$ cat src/sv/bsspd_pkg.sv
// Shared types, constants and the gain table of the block-scaled stereo PCM decoder.
package bsspd_pkg;

    localparam int unsigned GAIN_W     = 15;
    localparam int unsigned PROD_W     = 24;
    localparam int unsigned SHIFT      = 5;
    localparam int unsigned SCALED_W   = PROD_W - SHIFT;
    localparam int unsigned NIBBLE_W   = 4;

    localparam logic signed [15:0] SAMPLE_MAX = 16'sh7FFF;
    localparam logic signed [15:0] SAMPLE_MIN = 16'sh8000;

    localparam logic CHAN_LEFT  = 1'b0;
    localparam logic CHAN_RIGHT = 1'b1;

    typedef logic [GAIN_W-1:0] t_gain;

    typedef struct packed {
        logic [7:0] data_byte;
        logic       packet_start;
        logic       packet_end;
    } t_in_item;

    typedef struct packed {
        logic signed [15:0] sample;
        logic               channel;
        logic               sample_valid;
        logic               last_of_packet;
        logic               short_packet;
    } t_out_item;

    function automatic t_gain gain_lookup(input logic [NIBBLE_W-1:0] idx);
        t_gain g;
        unique case (idx)
            4'd0:    g = 15'd16512;
            4'd1:    g = 15'd8256;
            4'd2:    g = 15'd4128;
            4'd3:    g = 15'd2064;
            4'd4:    g = 15'd1032;
            4'd5:    g = 15'd516;
            4'd6:    g = 15'd258;
            4'd7:    g = 15'd192;
            4'd8:    g = 15'd129;
            4'd9:    g = 15'd88;
            4'd10:   g = 15'd64;
            4'd11:   g = 15'd56;
            4'd12:   g = 15'd48;
            4'd13:   g = 15'd40;
            4'd14:   g = 15'd36;
            default: g = 15'd32;
        endcase
        return g;
    endfunction

endpackage

$ cat src/sv/bsspd_scale.sv
// Sample scaler: gain multiply, arithmetic shift right and 16-bit saturation.
module bsspd_scale (
    input  logic signed [7:0]  i_sample,
    input  bsspd_pkg::t_gain   i_gain,
    output logic signed [15:0] o_scaled
);
    import bsspd_pkg::*;

    logic signed [GAIN_W:0]     gain_s;
    logic signed [PROD_W-1:0]   prod;
    logic signed [SCALED_W-1:0] shifted;

    assign gain_s  = signed'({1'b0, i_gain});
    assign prod    = PROD_W'(gain_s) * PROD_W'(i_sample);
    // floor division by 32
    assign shifted = prod[PROD_W-1:SHIFT];

    always_comb begin
        if (shifted[SCALED_W-1:15] == '0 || shifted[SCALED_W-1:15] == '1) begin
            o_scaled = shifted[15:0];
        end else if (shifted[SCALED_W-1]) begin
            o_scaled = SAMPLE_MIN;
        end else begin
            o_scaled = SAMPLE_MAX;
        end
    end

endmodule

$ cat src/sv/block_scaled_stereo_pcm_decoder.sv
// Top level of the block-scaled stereo PCM decoder: packet parser, gain stage and output register.
//
// Takes one packet byte per cycle, back to back, while o_stall is low, and gives at most one item per byte.
// The parser and gain lookup run in the accept cycle and are held in a register; the
// multiply and clip run from that register into the output register. Count, code and
// trailing bytes make no item unless they close the packet. An item waits in the
// output register while o_valid is high and i_stall holds it; the input side stalls
// only when both registers are full.
module block_scaled_stereo_pcm_decoder #(
    parameter int unsigned PAIRS_PER_BLOCK = 32
) (
    input  logic                  i_clk,
    input  logic                  i_rst_n,
    input  logic                  i_valid,
    output logic                  o_stall,
    input  bsspd_pkg::t_in_item   i_data,
    output logic                  o_valid,
    input  logic                  i_stall,
    output bsspd_pkg::t_out_item  o_data
);
    import bsspd_pkg::*;

    localparam int unsigned LAST_POS_I = 2 * PAIRS_PER_BLOCK;
    localparam int unsigned POS_W      = $clog2(LAST_POS_I + 1);
    localparam logic [POS_W-1:0] LAST_POS = POS_W'(LAST_POS_I);

    // parser state
    logic [7:0]       r_blocks_left, n_blocks_left;
    logic [POS_W-1:0] r_pos, n_pos;
    logic [7:0]       r_code, n_code;
    logic             r_in_packet, n_in_packet;

    // gain stage
    logic              r_a_valid;
    logic signed [7:0] r_a_sample;
    t_gain             r_a_gain;
    logic              r_a_chan;
    logic              r_a_sval;
    logic              r_a_last;
    logic              r_a_short;

    // output register
    logic      r_o_valid;
    t_out_item r_o_data;

    logic             accept;
    logic             emit;
    logic             is_sample;
    logic             chan;
    t_gain            gain;
    logic             b_load;
    logic signed [15:0] scaled;
    logic [7:0]       rot;

    assign b_load  = r_a_valid && (!r_o_valid || !i_stall);
    assign o_stall = r_a_valid && r_o_valid && i_stall;
    assign accept  = i_valid && !o_stall;

    assign rot  = {i_data.data_byte[0], i_data.data_byte[7:1]};
    assign chan = ~r_pos[0];
    assign gain = gain_lookup(chan ? r_code[7:4] : r_code[3:0]);

    always_comb begin
        n_blocks_left = r_blocks_left;
        n_pos         = r_pos;
        n_code        = r_code;
        n_in_packet   = r_in_packet;
        is_sample     = 1'b0;
        emit          = 1'b0;
        if (i_data.packet_start) begin
            n_blocks_left = i_data.data_byte;
            n_pos         = '0;
            n_in_packet   = 1'b1;
        end else if (r_in_packet && r_blocks_left != '0) begin
            if (r_pos == '0) begin
                n_code = rot;
                n_pos  = POS_W'(1);
            end else begin
                is_sample = 1'b1;
                if (r_pos == LAST_POS) begin
                    n_pos         = '0;
                    n_blocks_left = r_blocks_left - 8'd1;
                end else begin
                    n_pos = r_pos + POS_W'(1);
                end
            end
        end
        if (i_data.packet_start || r_in_packet) begin
            emit = is_sample || i_data.packet_end;
        end
    end

    always_ff @(posedge i_clk) begin
        if (!i_rst_n) begin
            r_blocks_left <= '0;
            r_pos         <= '0;
            r_code        <= '0;
            r_in_packet   <= 1'b0;
        end else if (accept) begin
            r_code <= n_code;
            if (emit && i_data.packet_end) begin
                // close the packet
                r_blocks_left <= '0;
                r_pos         <= '0;
                r_in_packet   <= 1'b0;
            end else begin
                r_blocks_left <= n_blocks_left;
                r_pos         <= n_pos;
                r_in_packet   <= n_in_packet;
            end
        end
    end

    always_ff @(posedge i_clk) begin
        if (!i_rst_n) begin
            r_a_valid <= 1'b0;
        end else if (accept && emit) begin
            r_a_valid <= 1'b1;
        end else if (b_load) begin
            r_a_valid <= 1'b0;
        end
    end

    always_ff @(posedge i_clk) begin
        if (accept && emit) begin
            r_a_sample <= signed'(i_data.data_byte);
            r_a_gain   <= gain;
            r_a_chan   <= is_sample ? chan : CHAN_LEFT;
            r_a_sval   <= is_sample;
            r_a_last   <= i_data.packet_end;
            r_a_short  <= i_data.packet_end && (n_blocks_left != '0 || n_pos != '0);
        end
    end

    bsspd_scale u_scale (
        .i_sample (r_a_sample),
        .i_gain   (r_a_gain),
        .o_scaled (scaled)
    );

    always_ff @(posedge i_clk) begin
        if (!i_rst_n) begin
            r_o_valid <= 1'b0;
        end else if (b_load) begin
            r_o_valid <= 1'b1;
        end else if (!i_stall) begin
            r_o_valid <= 1'b0;
        end
    end

    always_ff @(posedge i_clk) begin
        if (b_load) begin
            r_o_data.sample         <= r_a_sval ? scaled : 16'sd0;
            r_o_data.channel        <= r_a_chan;
            r_o_data.sample_valid   <= r_a_sval;
            r_o_data.last_of_packet <= r_a_last;
            r_o_data.short_packet   <= r_a_short;
        end
    end

    assign o_valid = r_o_valid;
    assign o_data  = r_o_data;

endmodule
$ cat config.mk
export PLATFORM = sky130hd
export DESIGN_NAME = block_scaled_stereo_pcm_decoder
export DESIGN_NICKNAME = d
export VERILOG_FILES = /design/src/sv/bsspd_pkg.sv /design/src/sv/bsspd_scale.sv /design/src/sv/block_scaled_stereo_pcm_decoder.sv
export SDC_FILE = /design/constraint.sdc
export NUM_CORES = 1
export LEC_CHECK = 0
export ABC_AREA = 1
export BUFFER_PORTS_ARGS = -buffer_cell sky130_fd_sc_hd__buf_4
export CAP_MARGIN = 10
export CELL_PAD_IN_SITES_DETAIL_PLACEMENT = 2
export CELL_PAD_IN_SITES_GLOBAL_PLACEMENT = 2
export CORE_MARGIN = 2
export CORE_UTILIZATION = 40
export DETAILED_ROUTE_END_ITERATION = 12
export HOLD_SLACK_MARGIN = 0.08
export PLACE_DENSITY = 0.9
export SLEW_MARGIN = 20
export SYNTH_ARGS = -nofsm -noshare
export SYNTH_HDL_FRONTEND = slang
export SYNTH_HIERARCHICAL = 1
export SYNTH_SLANG_ARGS = --single-unit
$ cat constraint.sdc
create_clock -name i_clk -period 10.11 [get_ports i_clk]
set_input_delay 1.5165 -clock i_clk [delete_from_list [all_inputs] [get_ports i_clk]]
set_output_delay 1.5165 -clock i_clk [all_outputs]
set_load 0.005 [all_outputs]
== After elaboration in Yosys (flattened, before gate mapping) ==
Memories as Yosys holds them, arrays and structs flattened. A register that Yosys moved wholly into a read port is not among the register bits.
Index checks and enable logic that the tools add are counted.
W data, S select, Z words.

* Bits in registers: 58
* ROM bits: 240
* Input bits: 14
* Output and inout port bits: 22
* Word-level logic and storage cells: 73
* Memories: 1

* Add/sub/neg operators: 2
* Multipliers: 1
* Equality and inequality tests: 3
* Multiplexer cells: 23
* Bitwise operators: 2
* Reductions and logical operators: 25

{| class="wikitable"
|+ Memory list
! memory !! words !! bits a word !! read ports !! clocked after Yosys merged registers in !! wr ports !! RTL line !! source
|-
| (no name shown) || 16 || 15 || 1 || 1 || 0 || bsspd_pkg.sv:34 || <nowiki>unique case (idx)</nowiki>
|}

{| class="wikitable"
|+ Operators by type and width
! operator !! count
|-
| $mux W8 || 5
|-
| $mux W7 || 5
|-
| $mux W16 || 2
|-
| $mul A16 B8 Y24 || 1
|-
| $reduce_bool A8 Y1 || 2
|-
| $mux W1 || 10
|-
| $logic_and A1 B1 Y1 || 8
|-
| $sub A8 B1 Y8 const B || 1
|-
| $add A7 B1 Y7 const B || 1
|-
| $eq A7 B7 Y1 const B || 1
|-
| $logic_not A7 Y1 || 1
|-
| $reduce_bool A7 Y1 || 1
|-
| $logic_or A1 B1 Y1 || 5
|-
| $eq A4 B4 Y1 const B || 1
|-
| $logic_not A4 Y1 || 1
|-
| $mux W4 || 1
|-
| $reduce_and A4 Y1 || 1
|-
| $reduce_bool A2 Y1 || 2
|-
| $logic_not A1 Y1 || 3
|-
| $ne A2 B1 Y1 const B || 1
|-
| $not A1 Y1 || 2
|-
| $reduce_and A2 Y1 || 1
|}

== Depth between registers and ports, before layout ==
Gate-level depths: netlist of the first run.

* Word-level depth: 9
* Mapped depth: 30
* Mapped depth without buffers: 28

== Modules after synthesis ==
Netlist of the first run, hierarchy kept.

{| class="wikitable"
|+ By module, submodules not included
! module !! times used !! cells each !! area an instance (sq um) !! sequential area each (sq um)
|-
| bsspd_scale || 1 || 720 || 4668.2 || 0.0
|-
| block_scaled_stereo_pcm_decoder || 1 || 425 || 3601.0 || 1901.8
|}

== Least setup slack after synthesis of the first run ==
OpenSTA, ideal clock, no wires.

* Path kind: register to register
* Start point: register r_a_sample[4]
* End point: register r_o_data, in the netlist o_data[10] (data pin)
* Setup time: 250 ps
* Arrival time: 4530 ps
* Path slack: 5330 ps
* Stages on the path, launching flop included: 28
* Buffers on the path: 2
* Path through: edfxtp_1 -> clkbuf_1 -> nand2_1 -> fa_1 -> fa_1 -> inv_1 -> fa_1 -> inv_1 -> fa_1 -> inv_1 -> ha_1 -> nand2_1 -> inv_1 -> nand2_1 -> nand2_1 -> nand2_1 -> nand2_1 -> nand2_1 -> nand3_1 -> nand2_1 -> nand2_1 -> nor2_1 -> nand2_2 -> nand3_2 -> buf_6 -> nand2_1 -> nand2_1 -> inv_1

* Cells in the longest elaborated chain, start to end: 4
* Elaborated cells between the ends (all ways): 6
* Classes of those cells: mul (1); eq/ne (1); mux (2); reduce/logical (2)

{| class="wikitable"
|+ Ends and longest elaborated chain
! element !! RTL line !! source
|-
| start, declared || block_scaled_stereo_pcm_decoder.sv:35 || <nowiki>logic signed [7:0] r_a_sample;</nowiki>
|-
| start signal, assigned || block_scaled_stereo_pcm_decoder.sv:126 || <nowiki>r_a_sample <= signed'(i_data.data_byte);</nowiki>
|-
| $mul A16 B8 Y24 * || bsspd_scale.sv:14 || <nowiki>assign prod = PROD_W'(gain_s) * PROD_W'(i_sample);</nowiki>
|-
| $eq A4 B4 Y1 or $logic_not A4 Y1 (tied branches) || bsspd_scale.sv:19 || <nowiki>if (shifted[SCALED_W-1:15] == '0 || shifted[SCALED_W-1:15] == '1) begin</nowiki>
|-
| $logic_or A1 B1 Y1 || bsspd_scale.sv:19 ||
|-
| $mux W16 * || bsspd_scale.sv:19 ||
|-
| net scaled[6] || block_scaled_stereo_pcm_decoder.sv:52 || <nowiki>logic signed [15:0] scaled;</nowiki>
|-
| end, declared || block_scaled_stereo_pcm_decoder.sv:44 || <nowiki>t_out_item r_o_data;</nowiki>
|}

The timed path passes the listed nets; every way through them passes the cells marked *.
A chain may end at the register's enable or synchronous reset.

== Worst setup path in the final report of the first run ==
* Start point: register r_a_sample[4]
* End point: register r_o_data, in the netlist o_data[13] (data pin)

Same word-level chain as after synthesis.

==> flow_summary.yaml, run 1 <==
logic_synthesis:
  synth-main-ff-cell: "edfxtp_1"
  synth.top_cell.area_share_pct: 18.88
  syn_inst: 1145
  yosysWarnings: 6
  yosysSeqAreaShare_pct: 23.00
  syn_avg_cell_area_um2: 7.222
  synth_seq_cells: 72
  async_reset_ff_share_pct: 0
  synth_most_common_cell: "nand2_1"
  syn_nets: 1300
  synth_area_leader_cell: "fa_1"
  synth_edf_count: 46
  synth_cell_type_count: 44
  syn-cell-area_mm2: 0.008269
  synth_area_leaders: "fa_1 19%, edfxtp_1 17%, nand2_1 16%, inv_1 13%, ha_1 9.5%"
  synthTopCellsByCount: "342 x nand2_1, 289 x inv_1, 78 x fa_1"
floorplanning:
  rows: 52
  core_mm2: 0.02023
  ioPinCount: 36
  dieArea_mm2: 0.02184
  die_width_um: 147.8
  die_h_um: 147.8
  initial_core_util_pct: 40.87
cts:
  cts_tree: "done"
  cts_buffers: 9
  clkSinkCount: 72
  htreeDepth: 3
  post_cts_buffers: 0
  clk_latency_ps: 370
  cts_root_buf: "clkbuf_16"
  post_cts_resized: 0
  clockBufferDepth: 2
  holdBufCountCts: 0
  cts.clk_slew.worst_paths_ps: 70
drt:
  drt_iter0_drc: 355
  routed_wl_um: 31070
  ant_nets: 0
  drt-pass1-iter-count: 4
  via_count: 7523
  wl_per_cell_um: 21.65
  drc_errors: 0
  via_per_inst: 5.243
critical_path:
  arrival_ps: 5980
  regToRegSetupSlack_ps: 4240
  crit_type: "register to register"
  slowest_stage: "edfxtp_1"
  end_kind: "register"
  max_stage_delay_ps: 770
  critPathRequiredTime_ps: 10230
  cp-start-kind: "register"
  cpMostUsedCell: "nand2_1"
  critical_path.max_fanout: 15
timing:
  fin_crit_sh_pct: 58.03
  setup-violations-final: 0
  worstMarginPinSlew_ps: 805.7
  drv_slew: 0
  fin_skew_ps: 17.47
  finalCriticalPeriod_ps: 5867
  hold_viol_final: 0
  fmax_ghz: 0.1705
  rsz0062_at_grt: "false"
  fin_setup_tns_ps: 0
  slew_headroom_pct: 45.88
cells_and_area:
  nets: 1315
  drive_gt1_share_pct: 8.498
  finish.utilization_pct: 44.77
  antennaDiodeCount: 0
  syn_to_final_growth_pct: 9.563
job:
  max_cap_viol_count: 0
grt:
  gr-total-overflow: 0
  grt_pass1_wl_um: 49680
  grt_pass1_vias: 8957
  antenna_found_initial: 0
  grt_max_degree: 27
  track_usage_pct: 30.03
status:
  status: "finished, final reports clean"
hold_path:
  hold_class: "register to register"
place:
  port_buffers: 35
  place_hpwl_um: 22080
  place.gp.congestion: 0.8035
power:
  p_leak_nw: 5.160
  power_density_mw_per_mm2: 159.1
  vdd_ir_drop_max_mv: 0.08852
==> per-stage QoR <==
stage	setup slack (ps)	total power [mW]	area, um2	std cells	hold slack, ps
after floorplan	5330	0.8158	8269	1145	400.3
after global placement	4796	0.9840	8730	1419	402.4
after detailed placement	4356	1.043	8732	1419	432.0
after CTS	4234	1.443	9052	1435	442.2
after global routing	3912	1.532	9060	1435	463.6
final	4243	1.441	9060	1435	442.0
==> layout make-up <==
| cell class | instances | area [um2] |
|---|---|---|
| clock buffers | 11 | 242.7 |
| flip-flops and latches | 72 | 1902 |
| repair buffers | 37 | 277.8 |
| multi-input cells | 740 | 5096 |
| fillers | 2404 | 11170 |
| clock inverters | 5 | 77.57 |
| inverters | 300 | 1126 |
| well taps | 270 | 337.8 |
==> worst max-delay path: cells and delay by family (launching register included) <==
family	cells	cell delay [ps]
buf+inv	5	350
simple gates	15	1890
fa+ha+maj	5	2600
flops	1	770
==> logic make-up after synthesis <==
logic type / count (synthesis) / share of synthesized area (%)
AOI/OAI and AO/OA: 77 / 5.039
xor gates and xnor gates: 19 / 2.012
adders and majority gates: 141 / 28.42
buffers and inverters: 333 / 15.57
DFF: 72 / 23.00
and+or+nand+nor: 503 / 25.96
==> power breakdown <==
part	switching, mW	leakage, nW	total (mW)	internal [mW]
registers	0.0169	0.637	0.341	0.324
clock network	0.147	0.160	0.370	0.223
logic	0.493	4.36	0.730	0.237
total	0.657	5.16	1.44	0.784
==> cells in the final DEF (no fill, tap or decap), types with 3 or more instances in the layout <==
master | synthesis | routed
inv_1 | 289 | 289
nand4_1 | 13 | 13
nand3_1 | 46 | 46
a21oi_2 | 3 | 3
nand2_4 | 3 | 3
clkbuf_16 | 0 | 9
nor2_2 | 4 | 6
o21ai_0 | 21 | 21
nor2_4 | 3 | 3
a21oi_1 | 40 | 39
xor2_1 | 9 | 9
buf_4 | 1 | 37
nand2_2 | 9 | 9
nand3_2 | 5 | 5
xnor2_1 | 10 | 10
edfxtp_1 | 46 | 46
or2_2 | 4 | 4
a31oi_1 | 3 | 3
dfxtp_1 | 26 | 26
nand2_1 | 342 | 342
nor2_1 | 65 | 63
fa_1 | 78 | 78
o21ai_1 | 4 | 4
inv_2 | 10 | 10
ha_1 | 63 | 63
==> layer usage <==
| metal | routed length (um) | global-route usage, % |
|---|---|---|
| met4 | 1349 | 13.99 |
| met3 | 770 | 4.105 |
| met1 | 11940 | 32.87 |
| met2 | 17010 | 57.02 |
| met5 | 0 | 0 |
==> flip-flops by register name, summed over array words and instances, names as in the netlist, 7 cells and up <==
| register | cells |
|---|---|
| r_code | 8 |
| r_blocks_left | 8 |
| r_a_sample | 8 |
| r_a_gain | 14 |
| r_pos | 7 |
| o_data | 20 |
==> path summary, 6_finish.rpt <==
check | start | to | cells after the start
setup reg to reg | r_a_sample[4]$_DFFE_PP_ | o_data[13]$_SDFFCE_PN0P_ | 25
setup / recovery | r_a_sample[4]$_DFFE_PP_ | o_data[13]$_SDFFCE_PN0P_ | 25
hold reg to reg | r_a_last$_DFFE_PP_ | o_data[1]$_DFFE_PP_ | 0
hold / removal | r_a_last$_DFFE_PP_ | o_data[1]$_DFFE_PP_ | 0
No activity file was read; power rests on OpenSTA's default activity.
==> run 2, diff against run 1 <==
--- a/config.mk
+++ b/config.mk
@@ -11,10 +11,10 @@
 export CELL_PAD_IN_SITES_DETAIL_PLACEMENT = 2
 export CELL_PAD_IN_SITES_GLOBAL_PLACEMENT = 2
 export CORE_MARGIN = 2
-export CORE_UTILIZATION = 40
+export CORE_UTILIZATION = 37
 export DETAILED_ROUTE_END_ITERATION = 12
 export HOLD_SLACK_MARGIN = 0.08
-export PLACE_DENSITY = 0.9
+export PLACE_DENSITY = 0.85
 export SLEW_MARGIN = 20
 export SYNTH_ARGS = -nofsm -noshare
 export SYNTH_HDL_FRONTEND = slang
==> constraint.sdc (replaced) <==
create_clock -name i_clk -period 5.5 [get_ports i_clk]
set_input_delay 0.825 -clock i_clk [delete_from_list [all_inputs] [get_ports i_clk]]
set_output_delay 0.825 -clock i_clk [all_outputs]
set_load 0.005 [all_outputs]
==> flow_summary.yaml, run 2 (synthesis results as in run 1) <==
status:
  status: "complete, but fails checks"
  violations: "setup timing"
power:
  p_leak_nw: 5.404
  p_int_mw: 1.441
  pwr-share-seq_pct: 22.9
  clockPowerShare_pct: 23.9
  power_density_mw_per_mm2: 282.2
  p_sw_mw: 1.254
  switching_share_pct: 46.54
  combinationalPowerShare_pct: 53.2
  power.total_mw: 2.695
  vdd_ir_drop_max_mv: 0.1702
critical_path:
  end_kind: "register"
  max_stage_delay_ps: 580
  critical_path.max_fanout: 10
  startpoint: "r_a_gain[1]$_SDFFCE_PP0P_"
  critical-path-top-delay-family: "adder cells"
  critPathRequiredTime_ps: 5620
  worstReg2RegStart: "r_a_gain[1]$_SDFFCE_PP0P_"
  cpMostUsedCell: "nand2_1"
  slowest_stage: "fa_1"
  cp-start-kind: "register"
  crit_type: "register to register"
  crit_buf_inv: 5
  arrival_ps: 5810
timing:
  whs_ps: 442.8
  fin_crit_sh_pct: 103.6
  worstMarginPinSlew_ps: 835.8
  worst_slack_ps: -198.4
  fmax_ghz: 0.1755
  fin_setup_tns_ps: -1861
  fin_skew_ps: 10.77
  slew_headroom_pct: 43.86
  finalCriticalPeriod_ps: 5698
  setup-violations-final: 15
  drv_slew: 0
  hold_viol_final: 0
cells_and_area:
  nets: 1366
  largest_register_ffs: 20
  drive_gt1_share_pct: 13.82
  final_common_cell: "nand2_1"
  syn_to_final_growth_pct: 15.46
  final_cell_mix: "338 x nand2_1, 287 x inv_1, 83 x buf_4, 77 x fa_1, 61 x nor2_1"
  antennaDiodeCount: 0
floorplanning:
  rows: 54
  ioPinCount: 36
  initial_core_util_pct: 37.77
  dieArea_mm2: 0.02356
  die_h_um: 153.5
  core_mm2: 0.02189
  die_width_um: 153.5
drt:
  via_per_inst: 5.180
  routed_wl_um: 33000
  ant_nets: 0
  drt-pass1-iter-count: 4
  drc_errors: 0
  via_count: 7749
  drt_iter0_drc: 434
  wl_per_cell_um: 22.06
hold_path:
  hold_class: "register to register"
  min-delay-start: "r_a_last$_DFFE_PP_"
cts:
  cts_tree: "done"
  cts.clk_slew.worst_paths_ps: 70
  clockBufferDepth: 2
  clkSinkCount: 72
  htreeDepth: 3
  cts_buffers: 9
  clk_latency_ps: 360
  cts_root_buf: "clkbuf_16"
  holdBufCountCts: 0
grt:
  grt_pass1_wl_um: 46160
  track_usage_pct: 25.15
  grt_max_degree: 23
  antenna_found_initial: 0
  grt_pass1_vias: 8848
  gr-total-overflow: 0
job:
  max_cap_viol_count: 0
place:
  place_hpwl_um: 21600
  port_buffers: 35
  pre_cts_ws_ps: 9.285
  place.gp.congestion: 0.8307
## run 2: timing repair
item	CTS	global route
buffers inserted	16	26
cloned	0	2
gates resized for setup	0	23
endpoints found under the setup margin	15	15
pin swaps	0	4
## run 2: worst reg2reg max path: cells and delay by family, from the launching register on
family,cells,cell delay (ps)
DFF,1,570
adders and majority gates,5,2530
and+or+nand+nor,15,1860
buffers and inverters,5,500
## run 2: power groups by stage
stage                     Sequential, mW  Clock [mW]  Combinational [mW]
after floorplan                    0.617           0               0.882
after global placement             0.635           0                1.19
after detailed placement           0.637           0                1.26
after CTS                          0.620       0.659                1.30
after global routing               0.619       0.672                1.57
final                              0.617       0.644                1.43
## run 2: layout make-up
cell class | count | area, um2
inverters | 300 | 1130
clock inverters | 7 | 78.83
well taps | 280 | 350.3
multi-input cells | 742 | 5196
fillers | 2553 | 12340
repair buffers | 86 | 665.6
clock buffers | 9 | 225.2
flip-flops and latches | 72 | 1902
## run 2: final timing paths
kind	end	slack [ps]	depth (start not counted)
worst max-delay path	o_data[15]$_SDFFCE_PN0P_	-200	25
worst min-delay path	o_data[1]$_DFFE_PP_	440	0
worst max register to register	o_data[15]$_SDFFCE_PN0P_	-200	25
worst min register to register	o_data[1]$_DFFE_PP_	440	0
## run 2: routing by layer
layer | global-route usage [%] | vias to the layer above | share of wire, %
met5 | 0 | - | 0
li1 | - | 3543 | -
met2 | 47.72 | 157 | 54
met1 | 27.88 | 3980 | 39
met3 | 3.608 | 69 | 2.8
met4 | 10.57 | 0 | 3.9
## run 2: per-stage QoR
stage | instance area (um2) | std cells | utilization (%)
3_5_place_dp | 8795 | 1436 | 40.17
6_report | 9548 | 1496 | 43.62
4_1_cts | 9231 | 1468 | 42.17
2_1_floorplan | 8269 | 1145 | -
3_3_place_gp | 8795 | 1436 | 40.17
5_1_grt | 9548 | 1496 | 43.62
